### src/rtl/core/bsm_pkg.sv
// Shared constants, types and Booth decode for the Booth signed multiplier.
`timescale 1ns / 1ps

package bsm_pkg;

	localparam int unsigned WIDTH_DEFAULT = 8;

	typedef enum logic [1:0] {
		BOOTH_NOP = 2'd0,
		BOOTH_ADD = 2'd1,
		BOOTH_SUB = 2'd2
	} booth_op_t;

	// radix-2 recoding of the current multiplier bit and the one below it
	function automatic booth_op_t booth_decode(input logic cur, input logic prev);
		booth_op_t op;
		unique case ({cur, prev})
			2'b10: begin
				op = BOOTH_SUB;
			end
			2'b01: begin
				op = BOOTH_ADD;
			end
			default: begin
				op = BOOTH_NOP;
			end
		endcase
		return op;
	endfunction

endpackage

### src/rtl/core/bsm_cell.sv
// One Booth step cell: adds, subtracts or passes on the shifted multiplicand and registers the item.
`timescale 1ns / 1ps

module bsm_cell #(
	parameter int unsigned WIDTH = bsm_pkg::WIDTH_DEFAULT,
	parameter int unsigned STEP  = 0
) (
	input  logic                 clk,
	input  logic                 arst_n,
	input  logic                 in_valid,
	output logic                 in_ready,
	input  logic [WIDTH-1:0]     in_mcand,
	input  logic [WIDTH-1:0]     in_mplier,
	input  logic [2*WIDTH-1:0]   in_acc,
	output logic                 out_valid,
	input  logic                 out_ready,
	output logic [WIDTH-1:0]     out_mcand,
	output logic [WIDTH-1:0]     out_mplier,
	output logic [2*WIDTH-1:0]   out_acc
);
	import bsm_pkg::*;

	localparam int unsigned PREV_IDX = (STEP == 0) ? 0 : STEP - 1;

	logic               valid_q;
	logic [WIDTH-1:0]   mcand_q;
	logic [WIDTH-1:0]   mplier_q;
	logic [2*WIDTH-1:0] acc_q;
	logic               prev;
	logic [2*WIDTH-1:0] term;
	logic [2*WIDTH-1:0] acc_next;
	booth_op_t          op;

	assign prev = (STEP == 0) ? 1'b0 : in_mplier[PREV_IDX];
	assign term = {{WIDTH{in_mcand[WIDTH-1]}}, in_mcand} << STEP;
	assign op   = booth_decode(in_mplier[STEP], prev);

	always_comb begin
		unique case (op)
			BOOTH_ADD: begin
				acc_next = in_acc + term;
			end
			BOOTH_SUB: begin
				acc_next = in_acc - term;
			end
			default: begin
				acc_next = in_acc;
			end
		endcase
	end

	assign in_ready = !valid_q || out_ready;

	always_ff @(posedge clk or negedge arst_n) begin
		if (!arst_n) begin
			valid_q <= 1'b0;
		end else if (in_ready) begin
			valid_q <= in_valid;
		end
	end

	always_ff @(posedge clk) begin
		if (in_ready && in_valid) begin
			mcand_q  <= in_mcand;
			mplier_q <= in_mplier;
			acc_q    <= acc_next;
		end
	end

	assign out_valid  = valid_q;
	assign out_mcand  = mcand_q;
	assign out_mplier = mplier_q;
	assign out_acc    = acc_q;

endmodule

### src/rtl/core/booth_signed_multiplier_core.sv
// Top level of the radix-2 Booth signed multiplier: a chain of WIDTH step cells.
`timescale 1ns / 1ps

// Signed two's-complement multiplier giving the exact 2*WIDTH-bit product.
// The operands pass through a chain of WIDTH cells, one Booth step per cell,
// and each item's partial product is registered in every cell in turn; a new
// item is accepted every cycle while in_ready is high. The last cell's register
// drives the output; when out_ready is low, cells fill up behind it and in_ready
// drops only once the whole chain holds items.

module booth_signed_multiplier_core #(
	parameter int unsigned WIDTH = bsm_pkg::WIDTH_DEFAULT
) (
	input  logic                      clk,
	input  logic                      arst_n,
	input  logic                      in_valid,
	output logic                      in_ready,
	input  logic signed [WIDTH-1:0]   multiplicand,
	input  logic signed [WIDTH-1:0]   multiplier,
	output logic                      out_valid,
	input  logic                      out_ready,
	output logic signed [2*WIDTH-1:0] product
);

	logic               valid [WIDTH+1];
	logic               ready [WIDTH+1];
	logic [WIDTH-1:0]   mcand [WIDTH+1];
	logic [WIDTH-1:0]   mplier[WIDTH+1];
	logic [2*WIDTH-1:0] acc   [WIDTH+1];

	assign valid[0]  = in_valid;
	assign in_ready  = ready[0];
	assign mcand[0]  = multiplicand;
	assign mplier[0] = multiplier;
	assign acc[0]    = '0;

	for (genvar i = 0; i < WIDTH; i++) begin : g_cell
		bsm_cell #(
			.WIDTH(WIDTH),
			.STEP (i)
		) u_cell (
			.clk       (clk),
			.arst_n    (arst_n),
			.in_valid  (valid[i]),
			.in_ready  (ready[i]),
			.in_mcand  (mcand[i]),
			.in_mplier (mplier[i]),
			.in_acc    (acc[i]),
			.out_valid (valid[i+1]),
			.out_ready (ready[i+1]),
			.out_mcand (mcand[i+1]),
			.out_mplier(mplier[i+1]),
			.out_acc   (acc[i+1])
		);
	end

	assign ready[WIDTH] = out_ready;
	assign out_valid    = valid[WIDTH];
	assign product      = acc[WIDTH];

endmodule
### config.mk
export PLATFORM = sky130hd
export DESIGN_NAME = booth_signed_multiplier_core
export DESIGN_NICKNAME = d
export VERILOG_FILES = /design/src/rtl/core/bsm_pkg.sv /design/src/rtl/core/bsm_cell.sv /design/src/rtl/core/booth_signed_multiplier_core.sv
export SDC_FILE = /design/constraint.sdc
export NUM_CORES = 1
export LEC_CHECK = 0
export BUFFER_PORTS_ARGS = -buffer_cell sky130_fd_sc_hd__buf_2
export CAP_MARGIN = 25
export CORE_ASPECT_RATIO = 0.75
export CORE_MARGIN = 2
export CORE_UTILIZATION = 55
export CTS_BUF_LIST = sky130_fd_sc_hd__clkbuf_16
export CTS_CLUSTER_DIAMETER = 60
export CTS_CLUSTER_SIZE = 25
export DETAILED_ROUTE_END_ITERATION = 8
export PLACE_DENSITY_LB_ADDON = 0.1
export SLEW_MARGIN = 20
export SYNTH_ARGS = -nofsm -noshare
export SYNTH_HDL_FRONTEND = slang
export SYNTH_SLANG_ARGS = --single-unit
export TNS_END_PERCENT = 10
### constraint.sdc
create_clock -name clk -period 5.6 [get_ports clk]
set_input_delay 0.84 -clock clk [delete_from_list [all_inputs] [get_ports clk]]
set_output_delay 0.84 -clock clk [all_outputs]
set_load 0.03 [all_outputs]
==> impl_metrics.csv <==
group,metric,value,unit
die,chipHeight,134,microns
timing,hold_viol,0,
timing,max_clock_freq,287,MHz
drt,drt_iter0_drc,545,
final_layout,final_area,13400,sq um
clock_tree,clock-sinks,220,
final_layout,nNetsFinal,1227,
yosys,synth_top_cell_area_share,0.511,
setup_path,critical-path-top-delay-family,"adder cells",
place,hpwl,17100,microns
timing,final-setup-viol-count,0,
drt,via_per_inst,5.60,
setup_path,cp_max_fo,14,
global_route,grt_max_degree,32,
setup_path,cp-start-kind,"flip-flop",
hold_path,min_path_type,"input port to asynchronous set/reset pin",
final_layout,diodes,0,
die,die_x,178,microns
drt,first_pass_iters,5,
setup_path,required,5.82,ns
yosys,synth-seq-cells,220,
drt,vias,7910,
setup_path,path_cells,"inv_1 > ha_1 > mux2_2 > fa_1 > nand2b_1 > a21oi_1 > o221ai_2 > o211ai_1 > a21oi_1 > or3_1 > xnor2_1",
timing,max_slew_margin,0.472,
global_route,first_global_vias,7612,
yosys,syn-cell-area,12500,sq um
yosys,synth_fa_ha_area_frac,0.104,
clock_tree,clk_pin_slew,0.09,ns
yosys,synth-simple-area-share,0.103,
yosys,yosysWarnings,0,
yosys,synthMuxAreaShare,0.0259,
die,num_rows,47,
place,place_congestion,0.849,
setup_path,r2r_cells,11,
yosys,ys.flop_type,"edfxtp_1",
run,cap_violations,0,
yosys,synth_cell_types,60,
global_route,antenna_found_initial,0,
yosys,synth_top_family_by_area,"compound AO/OA/AOI/OAI gates",
timing,period_needed,3.49,ns
die,fp.coreArea,22200,sq um
place,placed_cell_area,12900,sq um
timing,tns,0,ns
timing,worstMarginPinSlew,0.786,ns
drt,routedWlPerCell,15.8,microns
setup_path,cp_num_cells,11,
setup_path,crit_top_cell,"a21oi_1",
yosys,synthesis.nets,1206,
timing,finalCritPeriodShare,0.623,
timing,whs,0.175,ns
die,dieArea,23900,sq um
timing,skew,0.0186,ns
yosys,avgSynthCellArea,11.5,sq um
setup_path,path_buf_inv,1,
place,io_buffers,37,
final_layout,num-fill-cells,1789,
setup_path,crit_path_max_incr_delay,0.46,ns
pwr,ir_drop,0.198,mV
setup_path,critPathCaptureType,"flip-flop",
drt,routed_wl,22300,microns
pwr,power.leakage,5.19,nW
drt,drc,0,
clock_tree,clk_latency,0.49,ns
clock_tree,postCtsSetupBuffers,0,
final_layout,area_growth,7.36,%
yosys,synthTopCellsByArea,"edfxtp_1 (51%), ha_1 (9.2%), xnor2_1 (4.8%)",
clock_tree,cts_resized,0,
die,boundaryPins,38,
yosys,syn-instance-count,1087,
die,initial_core_util,0.562,
yosys,synth_xor_area_frac,0.0674,
timing,slew_violations,0,
global_route,grt_usage,0.196,
yosys,async_flop_share,0.0364,
clock_tree,cts_made_buffers,16,
global_route,grt_pass1_wl,38000,microns
yosys,yosysSeqAreaShare,0.527,
timing,rsz0062_at_grt,"no",
yosys,synth_top_cell_by_area,"edfxtp_1",
global_route,grt_overflow,0,
clock_tree,hold_buffers,0,
clock_tree,cts_tree,"built",
clock_tree,root_buffer,"clkbuf_16",
setup_path,critPathSlowestCell,"ha_1",
pwr,powerDensity,554,nW/um^2
setup_path,arrival,3.71,ns
final_layout,drive_gt1_frac,0.0841,
setup_path,critPathKind,"flip-flop to flip-flop",
clock_tree,ctsHtreeMaxLevel,1,
drt,final_antenna_net_count,0,
yosys,synth_edf_count,212,
outcome,status,"finished, final reports clean",
yosys,synth_compound_area_frac,0.138,
clock_tree,cts_max_path_buffers,3,
per-layer routing:
metal  track usage  vias up  part of all wire
li1              -     4018                 -
met1         0.288     3743              0.51
met2         0.314      124              0.44
met3        0.0283       25             0.035
met4        0.0364        0             0.012
met5             0        -                 0
report_power, final:
part	total [mW]	switching [mW]	internal, mW	leakage (nW)
logic	3.44	1.94	1.50	2.77
clock network	1.15	0.577	0.569	0.257
registers	2.83	0.302	2.53	2.17
total	7.42	2.82	4.60	5.19
state kept, by name, summed over array words and instances (netlist names):
name and flops:
g_cell.u_cell.out_valid 8, g_cell.u_cell.out_acc 121, g_cell.u_cell.out_mplier 35, g_cell.u_cell.out_mcand 56
final timing paths:
path	endpoint	slack, ns	startpoint
max in group asynchronous	g_cell[2].u_cell.out_valid	5.26	arst_n
min reg2reg	g_cell[1].u_cell.out_mplier[2]	0.42	g_cell[0].u_cell.out_mplier[2]
min in group clk	g_cell[1].u_cell.out_mplier[2]	0.42	g_cell[0].u_cell.out_mplier[2]
min	g_cell[0].u_cell.out_valid	0.18	arst_n
max	g_cell[1].u_cell.out_acc[15]	2.11	g_cell[0].u_cell.out_mplier[0]
max reg2reg	g_cell[1].u_cell.out_acc[15]	2.11	g_cell[0].u_cell.out_mplier[0]
through the flow:
stage                     cells  power [mW]  setup slack [ns]  utilization
final                      1412        7.42              2.11        0.604
after global routing       1412        8.04              1.88        0.604
after CTS                  1412        7.47              2.14        0.604
after detailed placement   1384        6.30              2.18        0.581
after global placement     1381        6.21              2.23        0.579
after floorplan            1087        5.59              2.41            -
placed cells by master (no fill, tap or decap), types with 10 or more instances in the layout:
| master | instances |
|---|---|
| edfxtp_1 | 212 |
| nor3_1 | 32 |
| nor2_1 | 64 |
| xnor2_1 | 69 |
| mux2i_1 | 21 |
| o21a_1 | 28 |
| o21ai_1 | 24 |
| a31oi_1 | 13 |
| clkbuf_16 | 17 |
| a21o_1 | 13 |
| mux2_2 | 10 |
| nand3_1 | 10 |
| and2_1 | 10 |
| nand2_1 | 82 |
| o31ai_1 | 18 |
| inv_1 | 63 |
| buf_2 | 37 |
| nor2b_1 | 15 |
| a211oi_1 | 13 |
| ha_1 | 92 |
| o21ai_0 | 55 |
| xor2_1 | 27 |
| a21oi_1 | 71 |
| nand2b_1 | 20 |
final cells by class:
class / count / area (sq um) / area share
Tap cell: 294 / 368 / 0.0275
Multi-Input combinational cell: 766 / 5460 / 0.408
Inverter: 59 / 221 / 0.0165
Clock buffer: 17 / 425 / 0.0318
Clock inverter: 11 / 76.3 / 0.00570
Sequential cell: 220 / 6570 / 0.490
Timing Repair Buffer: 45 / 268 / 0.0200
cells by family after synthesis:
| family | count (synthesis) |
|---|---|
| AND/OR/NAND/NOR | 268 |
| adder cells (fa/ha/maj) | 99 |
| XOR/XNOR | 96 |
| multiplexers | 31 |
| AO/OA/AOI/OAI | 272 |
| buffers and inverters | 101 |
| flip-flops | 220 |
worst register-to-register path, cell delays in order (launching register included):
cell,delay [ns]
edfxtp_1,0.35
inv_1,0.06
ha_1,0.46
mux2_2,0.42
fa_1,0.42
nand2b_1,0.18
a21oi_1,0.32
o221ai_2,0.22
o211ai_1,0.25
a21oi_1,0.08
or3_1,0.33
xnor2_1,0.13
Yosys cell counts, types with 3 or more instances:
cell type	instances
a211oi_1	13
a21boi_1	4
a21o_1	13
a21oi_1	71
a31oi_1	13
and2_1	10
and3_1	8
buf_4	17
clkbuf_1	23
dfrtp_1	8
edfxtp_1	212
fa_1	7
ha_1	92
inv_1	59
mux2_2	10
mux2i_1	21
nand2_1	82
nand2b_1	20
nand3_1	10
nand4_1	3
nor2_1	64
nor2b_1	16
nor3_1	32
nor3b_1	3
nor4_1	3
o211ai_1	5
o21a_1	28
o21ai_0	55
o21ai_1	24
o21bai_1	6
o31a_1	3
o31ai_1	18
or2_2	4
or3_1	5
xnor2_1	69
xor2_1	27
No activity file was read; power rests on OpenSTA's default activity.
